**src/hw/rtl/cnm_pkg.sv**
```systemverilog
// ----------------------------------------------------------------------------
// cnm_pkg: shared types and constants of the class nearest match block
// Beat types for both channels, the local table entry and the control
// structures passed between the sequencer and the distance unit.
// ----------------------------------------------------------------------------
package cnm_pkg;

    // Fixed field widths of the beats.
    localparam int FUNC_W        = 2;
    localparam int CLASS_W       = 8;
    localparam int COORD_W       = 16;
    localparam int GIDX_W        = 10;
    localparam int LOCAL_INDEX_W = 6;

    // Queries with a global index at or above this bound match nothing.
    localparam int GLOBAL_DEPTH  = 1024;

    // Squared distance widths: one axis, and the sum of three axes.
    localparam int SQ_W   = 2 * COORD_W;
    localparam int DIST_W = SQ_W + 2;

    // Operation codes carried in the func field.
    localparam logic [FUNC_W-1:0] FUNC_CLEAR  = 2'd0;
    localparam logic [FUNC_W-1:0] FUNC_APPEND = 2'd1;
    localparam logic [FUNC_W-1:0] FUNC_QUERY  = 2'd2;
    localparam logic [FUNC_W-1:0] FUNC_DUMP   = 2'd3;

    // Axis codes for the shared distance unit.
    localparam logic [1:0] AXIS_X = 2'd0;
    localparam logic [1:0] AXIS_Y = 2'd1;
    localparam logic [1:0] AXIS_Z = 2'd2;

    // Last value of the drain counter that waits for the distance pipeline to empty.
    localparam logic [1:0] DRAIN_LAST = 2'd2;

    typedef struct packed {
        logic [FUNC_W-1:0]         func;
        logic [CLASS_W-1:0]        class_id;
        logic signed [COORD_W-1:0] pos_x;
        logic signed [COORD_W-1:0] pos_y;
        logic signed [COORD_W-1:0] pos_z;
        logic [GIDX_W-1:0]         global_index;
    } t_in_beat;

    typedef struct packed {
        logic                     found;
        logic [LOCAL_INDEX_W-1:0] local_index;
        logic [GIDX_W-1:0]        matched_global;
        logic                     last;
    } t_out_beat;

    typedef struct packed {
        logic [CLASS_W-1:0]        class_id;
        logic signed [COORD_W-1:0] pos_x;
        logic signed [COORD_W-1:0] pos_y;
        logic signed [COORD_W-1:0] pos_z;
    } t_entry;

    typedef struct packed {
        logic       valid;
        logic [1:0] axis;
    } t_step;

    typedef struct packed {
        logic              valid;
        logic [DIST_W-1:0] sq_dist;
    } t_dist_res;

endpackage

```
**src/hw/rtl/cnm_table.sv**
```systemverilog
// ----------------------------------------------------------------------------
// cnm_table: local object table
// One write port and one read port with registered read data, holding the
// class and position of every appended local object.
// ----------------------------------------------------------------------------
module cnm_table import cnm_pkg::*; #(
    parameter int DEPTH = 32,
    parameter int IDX_W = 5
) (
    input  logic             i_clk,
    input  logic             i_wr_en,
    input  logic [IDX_W-1:0] i_wr_addr,
    input  t_entry           i_wr_data,
    input  logic [IDX_W-1:0] i_rd_addr,
    output t_entry           o_rd_data
);

    t_entry r_mem [DEPTH];
    t_entry r_rd_data;

    always_ff @(posedge i_clk) begin
        if (i_wr_en) begin
            r_mem[i_wr_addr] <= i_wr_data;
        end
    end

    always_ff @(posedge i_clk) begin
        r_rd_data <= r_mem[i_rd_addr];
    end

    assign o_rd_data = r_rd_data;

endmodule

```
**src/hw/rtl/cnm_dist_unit.sv**
```systemverilog
// ----------------------------------------------------------------------------
// cnm_dist_unit: shared squared distance unit
// Squares one axis difference per step and accumulates three steps into the
// squared Euclidean distance of one table entry, flagged when classes agree.
// ----------------------------------------------------------------------------
module cnm_dist_unit import cnm_pkg::*; #(
    parameter int IDX_W = 5
) (
    input  logic             i_clk,
    input  logic             i_rst_n,
    input  t_step            i_step,
    input  logic [IDX_W-1:0] i_idx,
    input  t_entry           i_entry,
    input  t_entry           i_query,
    output t_dist_res        o_res,
    output logic [IDX_W-1:0] o_idx
);

    logic signed [COORD_W-1:0] sel_a;
    logic signed [COORD_W-1:0] sel_b;
    logic signed [COORD_W:0]   diff;
    logic signed [COORD_W:0]   diff_abs;
    logic [COORD_W-1:0]        mag;
    logic [SQ_W-1:0]           n_sq;
    logic [DIST_W-1:0]         n_acc;

    logic                      r_s1_valid;
    logic [1:0]                r_s1_axis;
    logic                      r_s1_match;
    logic [IDX_W-1:0]          r_s1_idx;
    logic [SQ_W-1:0]           r_sq;
    logic [DIST_W-1:0]         r_acc;
    logic                      r_res_valid;
    logic [DIST_W-1:0]         r_res_dist;
    logic [IDX_W-1:0]          r_res_idx;

    // Step one: absolute difference on the selected axis, then its square.
    always_comb begin
        unique case (i_step.axis)
            AXIS_X: begin
                sel_a = i_entry.pos_x;
                sel_b = i_query.pos_x;
            end
            AXIS_Y: begin
                sel_a = i_entry.pos_y;
                sel_b = i_query.pos_y;
            end
            default: begin
                sel_a = i_entry.pos_z;
                sel_b = i_query.pos_z;
            end
        endcase
        diff     = {sel_a[COORD_W-1], sel_a} - {sel_b[COORD_W-1], sel_b};
        diff_abs = diff[COORD_W] ? -diff : diff;
        mag      = diff_abs[COORD_W-1:0];
        n_sq     = SQ_W'(mag) * SQ_W'(mag);
    end

    // Step two: accumulate; the X step restarts the sum.
    assign n_acc = (r_s1_axis == AXIS_X) ? DIST_W'(r_sq) : r_acc + DIST_W'(r_sq);

    always_ff @(posedge i_clk) begin
        if (!i_rst_n) begin
            r_s1_valid  <= 1'b0;
            r_res_valid <= 1'b0;
        end else begin
            r_s1_valid  <= i_step.valid;
            r_res_valid <= r_s1_valid && (r_s1_axis == AXIS_Z) && r_s1_match;
        end
    end

    always_ff @(posedge i_clk) begin
        r_s1_axis  <= i_step.axis;
        r_s1_match <= (i_entry.class_id == i_query.class_id);
        r_s1_idx   <= i_idx;
        r_sq       <= n_sq;
        if (r_s1_valid) begin
            r_acc <= n_acc;
        end
        r_res_dist <= n_acc;
        r_res_idx  <= r_s1_idx;
    end

    assign o_res.valid   = r_res_valid;
    assign o_res.sq_dist = r_res_dist;
    assign o_idx         = r_res_idx;

endmodule

```
**src/hw/rtl/class_nearest_match.sv**
```systemverilog
// ----------------------------------------------------------------------------
// class_nearest_match: nearest neighbour association of global objects
// Local object table with class-restricted nearest match and association dump.
// ----------------------------------------------------------------------------
// The block holds up to LOCAL_DEPTH local objects, each a class number and an
// x,y,z position in millimetres. A clear beat empties the table and forgets
// every association, and an append beat adds one object unless the table is
// full; both give no result and leave the sequencer idle. A query beat scans
// the stored objects of the same class for the least squared distance, the
// first strict minimum winning, returns one result beat and records the global
// index against the local object found. One shared squared-difference
// multiplier handles one axis of one entry per cycle, so a query keeps the
// input stalled while it scans every stored entry, drains the distance
// pipeline and loads the output register; the scan is skipped when the table
// is empty or the global index is out of range.
// A dump beat gives one result beat per stored object in index order, each
// after a registered read of the association memory, with the last beat
// flagged. An output register lets the block take the next input beat while
// the previous result still waits downstream.
// ----------------------------------------------------------------------------
module class_nearest_match import cnm_pkg::*; #(
    parameter int LOCAL_DEPTH = 32
) (
    input  logic      i_clk,
    input  logic      i_rst_n,
    input  logic      i_in_valid,
    output logic      o_in_stall,
    input  t_in_beat  i_in,
    output logic      o_out_valid,
    input  logic      i_out_stall,
    output t_out_beat o_out
);

    localparam int IDX_W = $clog2(LOCAL_DEPTH);
    localparam int CNT_W = $clog2(LOCAL_DEPTH + 1);

    // Sequencer states.
    localparam logic [2:0] S_IDLE  = 3'd0;
    localparam logic [2:0] S_SCAN  = 3'd1;
    localparam logic [2:0] S_DRAIN = 3'd2;
    localparam logic [2:0] S_QOUT  = 3'd3;
    localparam logic [2:0] S_DRD   = 3'd4;
    localparam logic [2:0] S_DOUT  = 3'd5;

    logic [2:0]             r_state, n_state;
    logic [CNT_W-1:0]       r_count, n_count;
    logic [IDX_W-1:0]       r_idx, n_idx;
    logic [1:0]             r_axis, n_axis;
    logic [1:0]             r_drain, n_drain;
    logic                   r_have, n_have;
    logic [DIST_W-1:0]      r_best, n_best;
    logic [IDX_W-1:0]       r_best_idx, n_best_idx;
    logic [LOCAL_DEPTH-1:0] r_assoc_valid, n_assoc_valid;
    logic                   r_out_valid, n_out_valid;
    t_out_beat              r_out, n_out;
    t_in_beat               r_query, n_query;
    t_step                  r_step;
    logic [IDX_W-1:0]       r_step_idx;

    // Association memory: global index recorded against each local object.
    logic [GIDX_W-1:0]      r_assoc_mem [LOCAL_DEPTH];
    logic [GIDX_W-1:0]      r_assoc_rd;

    logic                   in_accept;
    logic                   out_free;
    logic                   last_idx;
    logic                   tbl_we;
    logic                   assoc_we;
    t_entry                 tbl_wr_data;
    t_entry                 tbl_rd_data;
    t_entry                 query_entry;
    t_dist_res              dist_res;
    logic [IDX_W-1:0]       dist_idx;

    // Input beats are taken only while the sequencer rests; clear and append
    // finish in the accepting cycle itself.
    assign in_accept  = i_in_valid && (r_state == S_IDLE);
    assign o_in_stall = (r_state != S_IDLE);

    // The output register may be reloaded when empty or being drained.
    assign out_free = !r_out_valid || !i_out_stall;

    // True when the current index points at the last stored object.
    assign last_idx = (CNT_W'(r_idx) == (r_count - CNT_W'(1)));

    always_comb begin
        tbl_wr_data.class_id = i_in.class_id;
        tbl_wr_data.pos_x    = i_in.pos_x;
        tbl_wr_data.pos_y    = i_in.pos_y;
        tbl_wr_data.pos_z    = i_in.pos_z;
        query_entry.class_id = r_query.class_id;
        query_entry.pos_x    = r_query.pos_x;
        query_entry.pos_y    = r_query.pos_y;
        query_entry.pos_z    = r_query.pos_z;
    end

    cnm_table #(
        .DEPTH (LOCAL_DEPTH),
        .IDX_W (IDX_W)
    ) u_table (
        .i_clk     (i_clk),
        .i_wr_en   (tbl_we),
        .i_wr_addr (r_count[IDX_W-1:0]),
        .i_wr_data (tbl_wr_data),
        .i_rd_addr (r_idx),
        .o_rd_data (tbl_rd_data)
    );

    cnm_dist_unit #(
        .IDX_W (IDX_W)
    ) u_dist (
        .i_clk   (i_clk),
        .i_rst_n (i_rst_n),
        .i_step  (r_step),
        .i_idx   (r_step_idx),
        .i_entry (tbl_rd_data),
        .i_query (query_entry),
        .o_res   (dist_res),
        .o_idx   (dist_idx)
    );

    always_comb begin
        n_state       = r_state;
        n_count       = r_count;
        n_idx         = r_idx;
        n_axis        = r_axis;
        n_drain       = r_drain;
        n_have        = r_have;
        n_best        = r_best;
        n_best_idx    = r_best_idx;
        n_assoc_valid = r_assoc_valid;
        n_out_valid   = r_out_valid;
        n_out         = r_out;
        n_query       = r_query;
        tbl_we        = 1'b0;
        assoc_we      = 1'b0;

        if (r_out_valid && !i_out_stall) begin
            n_out_valid = 1'b0;
        end

        // Running minimum over same-class entries; a tie keeps the earlier one.
        if (dist_res.valid && (!r_have || (dist_res.sq_dist < r_best))) begin
            n_have     = 1'b1;
            n_best     = dist_res.sq_dist;
            n_best_idx = dist_idx;
        end

        unique case (r_state)
            S_IDLE: begin
                if (in_accept) begin
                    n_query = i_in;
                    unique case (i_in.func)
                        FUNC_CLEAR: begin
                            n_count       = '0;
                            n_assoc_valid = '0;
                        end
                        FUNC_APPEND: begin
                            if (r_count < CNT_W'(LOCAL_DEPTH)) begin
                                tbl_we = 1'b1;
                                n_assoc_valid[r_count[IDX_W-1:0]] = 1'b0;
                                n_count = r_count + CNT_W'(1);
                            end
                        end
                        FUNC_QUERY: begin
                            n_have  = 1'b0;
                            n_idx   = '0;
                            n_axis  = AXIS_X;
                            n_drain = '0;
                            if ((r_count != '0) &&
                                (32'(i_in.global_index) < 32'(GLOBAL_DEPTH))) begin
                                n_state = S_SCAN;
                            end else begin
                                n_state = S_QOUT;
                            end
                        end
                        FUNC_DUMP: begin
                            if (r_count != '0) begin
                                n_idx   = '0;
                                n_state = S_DRD;
                            end
                        end
                    endcase
                end
            end
            S_SCAN: begin
                // Three axis steps per entry, then on to the next entry.
                if (r_axis == AXIS_Z) begin
                    n_axis = AXIS_X;
                    if (last_idx) begin
                        n_state = S_DRAIN;
                    end else begin
                        n_idx = r_idx + IDX_W'(1);
                    end
                end else begin
                    n_axis = r_axis + 2'd1;
                end
            end
            S_DRAIN: begin
                if (r_drain == DRAIN_LAST) begin
                    n_state = S_QOUT;
                end else begin
                    n_drain = r_drain + 2'd1;
                end
            end
            S_QOUT: begin
                if (out_free) begin
                    n_out_valid          = 1'b1;
                    n_out.found          = r_have;
                    n_out.local_index    = r_have ? LOCAL_INDEX_W'(r_best_idx) : '0;
                    n_out.matched_global = r_query.global_index;
                    n_out.last           = 1'b1;
                    if (r_have) begin
                        n_assoc_valid[r_best_idx] = 1'b1;
                        assoc_we = 1'b1;
                    end
                    n_state = S_IDLE;
                end
            end
            S_DRD: begin
                n_state = S_DOUT;
            end
            S_DOUT: begin
                if (out_free) begin
                    n_out_valid          = 1'b1;
                    n_out.found          = r_assoc_valid[r_idx];
                    n_out.local_index    = LOCAL_INDEX_W'(r_idx);
                    n_out.matched_global = r_assoc_valid[r_idx] ? r_assoc_rd : '0;
                    n_out.last           = last_idx;
                    if (last_idx) begin
                        n_state = S_IDLE;
                    end else begin
                        n_idx   = r_idx + IDX_W'(1);
                        n_state = S_DRD;
                    end
                end
            end
            default: begin
                n_state = S_IDLE;
            end
        endcase
    end

    // Control state.
    always_ff @(posedge i_clk) begin
        if (!i_rst_n) begin
            r_state       <= S_IDLE;
            r_count       <= '0;
            r_have        <= 1'b0;
            r_assoc_valid <= '0;
            r_out_valid   <= 1'b0;
            r_step        <= '0;
        end else begin
            r_state       <= n_state;
            r_count       <= n_count;
            r_have        <= n_have;
            r_assoc_valid <= n_assoc_valid;
            r_out_valid   <= n_out_valid;
            r_step.valid  <= (r_state == S_SCAN);
            r_step.axis   <= r_axis;
        end
    end

    // Payload and counters that are always set before they are used.
    always_ff @(posedge i_clk) begin
        r_idx      <= n_idx;
        r_axis     <= n_axis;
        r_drain    <= n_drain;
        r_best     <= n_best;
        r_best_idx <= n_best_idx;
        r_out      <= n_out;
        r_query    <= n_query;
        r_step_idx <= r_idx;
    end

    always_ff @(posedge i_clk) begin
        if (assoc_we) begin
            r_assoc_mem[r_best_idx] <= r_query.global_index;
        end
        r_assoc_rd <= r_assoc_mem[r_idx];
    end

    assign o_out_valid = r_out_valid;
    assign o_out       = r_out;

    // The table never holds more objects than it has room for.
    a_count_bound: assert property (@(posedge i_clk) disable iff (!i_rst_n)
        r_count <= CNT_W'(LOCAL_DEPTH))
        else $error("local object count beyond table depth");

    // The scan only visits stored objects.
    a_scan_in_range: assert property (@(posedge i_clk) disable iff (!i_rst_n)
        (r_state == S_SCAN) |-> (CNT_W'(r_idx) < r_count))
        else $error("scan index beyond stored objects");

    // Distance results only arrive while a query scan is in flight.
    a_dist_in_scan: assert property (@(posedge i_clk) disable iff (!i_rst_n)
        dist_res.valid |-> ((r_state == S_SCAN) || (r_state == S_DRAIN)))
        else $error("distance result outside a query scan");

    // A query that found a match leaves that object associated.
    a_query_records: assert property (@(posedge i_clk) disable iff (!i_rst_n)
        ((r_state == S_QOUT) && out_free && r_have)
        |=> r_assoc_valid[$past(r_best_idx)])
        else $error("matched query did not record its association");

endmodule

```
**config.mk**
```make
export PLATFORM = sky130hd
export DESIGN_NAME = class_nearest_match
export DESIGN_NICKNAME = d
export VERILOG_FILES = /design/src/hw/rtl/cnm_pkg.sv /design/src/hw/rtl/cnm_table.sv /design/src/hw/rtl/cnm_dist_unit.sv /design/src/hw/rtl/class_nearest_match.sv
export SDC_FILE = /design/constraint.sdc
export NUM_CORES = 2
export LEC_CHECK = 0
export BUFFER_PORTS_ARGS = -buffer_cell sky130_fd_sc_hd__buf_4
export CELL_PAD_IN_SITES_DETAIL_PLACEMENT = 0
export CELL_PAD_IN_SITES_GLOBAL_PLACEMENT = 1
export CORE_ASPECT_RATIO = 1.5
export CORE_MARGIN = 4
export CORE_UTILIZATION = 54
export DETAILED_ROUTE_END_ITERATION = 10
export PLACE_DENSITY = 0.81
export SLEW_MARGIN = 20
export SYNTH_ARGS = -nofsm -noshare
export SYNTH_HDL_FRONTEND = slang
export SYNTH_HIERARCHICAL = 1
export SYNTH_SLANG_ARGS = --single-unit
```
**constraint.sdc**
```tcl
create_clock -name i_clk -period 10.7 [get_ports i_clk]
set_input_delay 0.535 -clock i_clk [delete_from_list [all_inputs] [get_ports i_clk]]
set_output_delay 0.535 -clock i_clk [all_outputs]
set_load 0.05 [all_outputs]
```
# Word-level counts from Yosys, hierarchy flattened
# Memory sizes are Yosys's and may differ from the RTL's. A register that Yosys moved wholly into a read port is not among the register bits.
# Index checks and enable logic that the tools add are counted.
# W data, S select, Z words.
classes:
  n_addsub: 8
  n_mul: 1
  n_lt_le_gt_ge: 7
  eq_ne: 28
  mux: 65
  bitwise: 3
  reduce_logical: 33
op_table:
  columns: ["op", "n"]
  rows:
  - ["$mux W32", 4]
  - ["$pmux W32 S2", 2]
  - ["$pmux W16 S2", 2]
  - ["$mux W18", 2]
  - ["$pmux W18 S2", 1]
  - ["$add A34 B32 Y34", 1]
  - ["$lt A34 B34 Y1", 1]
  - ["$mux W34", 1]
  - ["$and A32 B32 Y32", 1]
  - ["$mul A16 B16 Y32", 1]
  - ["$not A32 Y32", 1]
  - ["$or A32 B32 Y32", 1]
  - ["$mux W5", 6]
  - ["$mux W3", 8]
  - ["$mux W1", 21]
  - ["$lt A5 B6 Y1 const B", 3]
  - ["$ne A2 B2 Y1 const B", 9]
  - ["$pmux W3 S6", 1]
  - ["$sub A16 B16 Y17", 1]
  - ["$mux W16", 1]
  - ["$neg A16 Y16", 1]
  - ["$pmux W5 S3", 1]
  - ["$pmux W6 S2", 1]
  - ["$reduce_and A6 Y1", 2]
  - ["37 further kinds", 72]
totals:
  ff_bits: 298
  mem_bits_rw: 2112
  inputBits: 72
  output_inout_bits: 20
  wordCells: 178
  memories: 2
mem_list:
  columns: ["name", "depth", "width", "rd", "rd_ports_with_merged_regs", "wr", "line", "text"]
  rows:
  - ["u_table.r_mem", 32, 56, 1, 1, 1, "cnm_table.sv:18", "t_entry r_mem [DEPTH];"]
  - ["r_assoc_mem", 32, 10, 1, 1, 1, "class_nearest_match.sv:61", "logic [GIDX_W-1:0] r_assoc_mem [LOCAL_DEPTH];"]

# Longest topological paths before layout
logic_depth:
  ltp_word: 10
  mapped_depth: 42
  depth_no_buf: 39

# By module
# The synthesis kept the hierarchy.
modules_own_cells:
  columns: ["module", "n_inst", "cells_each", "area_each_um2", "seq_area_each_um2"]
  rows:
  - ["cnm_table", 1, 3917, 70795.4, 54932.7]
  - ["class_nearest_match", 1, 1136, 20365.8, 14764.2]
  - ["cnm_dist_unit", 1, 1514, 13659.4, 2622.5]

# Least setup slack after synthesis
# OpenSTA, ideal clock, no wires.
synth_timing:
  path_type: "register to register"
  from: "reg r_step[0] (netlist bit)"
  to: "reg u_dist.r_sq[31]"
  setup_ps: 130
  arrival_time_ps: 9326
  t_required_ps: 10570
  path_slack_ps: 1245
  stages_incl_launch_ff: 37
  path_buffers: 2
  synth_period_minus_slack_ps: 9455
  path_cell_list: "dfxtp_1 clkbuf_1 buf_1 mux2i_1 o21ai_0 ha_1 fa_1 nand2b_1 a21oi_1 xor2_1 a211oi_2 nand3_2 nor4_4 nand4_1 a31o_1 and2_1 or2_2 fa_1 inv_1 fa_1 fa_1 fa_1 fa_1 inv_1 fa_1 inv_1 ha_1 a211oi_1 nand2_1 a211o_1 o21ai_1 a31oi_1 o21ai_0 nand2b_1 a21oi_1 o21ai_0 xnor3_1"
synth_via:
  elab_chain_cells: 6
  word_cells_on_any_way: 8
  classes_between: "add/sub (2); mul (1); eq/ne (1); mux (3); reduce/logical (1)"
synth_rtl:
  columns: ["element", "line", "text"]
  rows:
  - ["start, declared", "class_nearest_match.sv:57", "t_step r_step;"]
  - ["$eq A2 B1 Y1 or $logic_not A2 Y1 (tied branches)", "cnm_dist_unit.sv:39", "unique case (i_step.axis)"]
  - ["$pmux W16 S2", "cnm_dist_unit.sv:39", null]
  - ["$sub A16 B16 Y17 *", "cnm_dist_unit.sv:53", "diff = {sel_a[COORD_W-1], sel_a} - {sel_b[COORD_W-1], sel_b};"]
  - ["$neg A16 Y16", "cnm_dist_unit.sv:54", "diff_abs = diff[COORD_W] ? -diff : diff;"]
  - ["$mux W16 *", "cnm_dist_unit.sv:54", null]
  - ["$mul A16 B16 Y32 *", "cnm_dist_unit.sv:56", "n_sq = SQ_W'(mag) * SQ_W'(mag);"]
  - ["named net u_dist.n_sq[31]", "cnm_dist_unit.sv:24", "logic [SQ_W-1:0] n_sq;"]
  - ["end signal, assigned", "cnm_dist_unit.sv:76", "r_sq <= n_sq;"]
  - ["end, declared", "cnm_dist_unit.sv:31", "logic [SQ_W-1:0] r_sq;"]
# The timed path passes the listed nets; every way through them passes the cells marked *.
# A chain may end at the register's enable or synchronous reset.

# Worst setup path after layout
# Ends and elaborated chain as after synthesis.

==> flow_summary.toml <==
[placement]
io_buffers = 90
place.gp.congestion = 0.860
placedCellCount = 9070
dp.final_hpwl_mm = 148

[clock_tree]
cts_buffers = 221
insertion_delay_ns = 0.88
clock_sinks = 2474
postCtsSetupBuffers = 0
h-tree-depth = 4
cts-root-buf = "clkbuf_16"
tritoncts = "done"
cts.clk_slew.worst_paths_ns = 0.07
clk_path_buf_depth = 4

[finish]
fin_cells = 9493
final_cell_mix = "2277 x edfxtp_1, 932 x mux2i_1, 363 x nand2_1"
layout_commonest_cell = "edfxtp_1"
fin_nets = 7144
fill_cells = 14108
syn_to_final_growth_pct = 10.6
drive_above_1_share_pct = 11.2
finish.utilization_pct = 60.2

[worst_hold_path]
min_path_type = "in2reg"
hold_path_end = "u_table/r_mem[2][48]"
hold_depth = 1
hold_path_startpoint = "i_in[58]"

[critical_path]
r2r_end = "u_dist/r_sq[31]"
worst_ep_required_time_ns = 11.42
cp-start-kind = "flop"
slowest_stage = "dfxtp_2"
rr_worst_depth = 35
arrival_ns = 10.71
crit_fanout = 19
worst_path_largest_cell_delay_ns = 0.62
crit_start = "r_step[0]"
cpMostUsedCell = "fa_1"
critPathKind = "reg2reg"
reg2reg_from = "r_step[0]"
r2r_slack_ns = 0.71
end_kind = "flop"

[global_routing]
grt_pass1_wl_mm = 375
antenna_found_initial = 16
grt.total_usage_pct = 24.9
grt-ovfl-total = 0
grt_max_degree = 136
grt_pass1_vias = 58433

[floorplan]
dieArea_mm2 = 0.201
io-pin-count = 92
initial_core_util_pct = 54.5
core_area_mm2 = 0.193
die_h_um = 548
die_x_um = 368
rows = 197

[routing]
vias = 57253
totalWireLength_mm = 254
dr.pass1.iters = 6
drc = 0
wire_per_inst_um = 26.8
ant_nets = 0
avgViaCountPerCell = 6.03
first_iter_violations = 5395

[flow_run]
drv_cap = 0

[synth]
yosysTopAreaCell = "edfxtp_1"
ys_types = 94
syn_area_per_cell_um2 = 16.0
synth_area_leaders = "edfxtp_1 65%, mux2i_1 8.9%, dfxtp_1 3.8%"
async_flop_share_pct = 0
synthCells = 6567
ys_seq_elements = 2474
yosysWarnings = 6
synthFlopType = "edfxtp_1"
ys_seq_area_share_pct = 69.0
syn_area_mm2 = 0.105
synth_edf_count = 2277
syn-num-nets = 6989
synth_top_cell_area_share_pct = 65.2

[sta]
finalClockSkew_ns = 0.0811
rsz0062_at_grt = "false"
finalSetupViolations = 0
period_share_pct = 93.4
min_period_ns = 9.99
max_slew.worst_pin.slew_ns = 1.10
clock.fmax_ghz = 0.100
fin_setup_tns_ns = 0
holdWs_ns = 0.0591
slew_headroom_pct = 26.7
hold_viol_final = 0
maxSlewViolCount = 0

[run_status]
status = "finished, final reports clean"
==> worst max-delay path by stage <==
stage          depth (start not counted)         endpoint  slack [ns]
6_report                              35  u_dist/r_sq[31]        0.71
5_1_grt                               35  u_dist/r_sq[31]        0.04
4_1_cts                               33  u_dist/r_sq[31]        0.62
3_5_place_dp                          35  u_dist/r_sq[31]        0.61
3_3_place_gp                          33  u_dist/r_sq[31]        0.58
2_1_floorplan                         36  u_dist/r_sq[31]        1.24
==> sequential cells by signal, summed over array words and instances (netlist names), 6 cells and up <==
signal / cells
u_table/r_mem: 1792
r_assoc_mem: 320
query_entry: 56
u_table/o_rd_data: 56
r_best: 34
u_dist/r_acc: 34
u_dist/r_res_dist: 34
r_assoc_valid: 32
u_dist/r_sq: 31
o_out: 17
r_assoc_rd: 10
r_query: 10
r_count: 6
==> final cells by class <==
cell class	count	area [um^2]	share of cell area [%]
clock inverters	107	1230	1.06
multi-input cells	3479	29900	25.8
flip-flops and latches	2474	72300	62.4
well taps	2587	3240	2.79
repair buffers	256	2170	1.87
inverters	290	1090	0.939
diodes	6	15.0	0.0130
clock buffers	294	6030	5.20
==> logic make-up after synthesis <==
| group | Yosys count | share of synthesized area (%) |
|---|---|---|
| flip-flops | 2474 | 69.0 |
| adder cells (fa/ha/maj) | 350 | 5.35 |
| multiplexers | 1048 | 11.3 |
| AO/OA/AOI/OAI | 972 | 6.23 |
| buffers and inverters | 614 | 2.85 |
| XOR/XNOR | 100 | 0.888 |
| AND/OR/NAND/NOR | 1008 | 4.37 |
| other | 1 | 0.00358 |
==> synthesized netlist by cell type (all sizes together), types with 7 or more instances <==
library cell / instances
a21oi: 296
clkbuf: 138
nand2b: 25
dfxtp: 197
inv: 289
a31oi: 67
nand3b: 13
or3: 8
buf: 186
nand4: 17
a22o: 123
nand3: 208
nor3: 73
a211oi: 16
o21ai: 89
fa: 163
mux2: 7
a21o: 47
xnor2: 56
mux2i: 932
nor2: 220
or2: 15
o21a: 83
nor3b: 7
a22oi: 169
xor2: 43
edfxtp: 2277
and2: 16
and3: 12
nand2: 365
ha: 187
nor2b: 14
o21bai: 12
mux4: 109
a211o: 7
o31ai: 7
==> repair_timing <==
action	in CTS	in global routing
gates resized for setup	0	3
endpoints found under the hold margin	10	0
hold buffers	10	0
endpoints found under the setup margin	0	2
==> worst max-delay path, delay by kind of cell (launching register included) <==
family,cells,cell delay (ns)
compound gates,12,3.03
fa+ha+maj,8,3.94
mux,1,0.20
buf+inv,4,0.42
flops,1,0.62
simple gates,9,1.32
xor+xnor,1,0.36
==> layer usage <==
layer | GRT usage [%] | vias up | share of wire (%)
met5 | 0 | - | 0.031
met4 | 9.16 | 12 | 4.0
met3 | 3.80 | 525 | 6.4
met2 | 44.1 | 2015 | 51
met1 | 31.0 | 29357 | 38
li1 | - | 25344 | -
==> stage by stage <==
step	cell area, um^2	setup slack [ns]
2_1_floorplan	105000	1.24
3_3_place_gp	108000	0.577
3_5_place_dp	108000	0.611
4_1_cts	116000	0.617
5_1_grt	116000	0.0387
6_report	116000	0.710
Power is not shown: default switching activity piles up to over one toggle a cycle in this logic, so the estimate is an artifact.
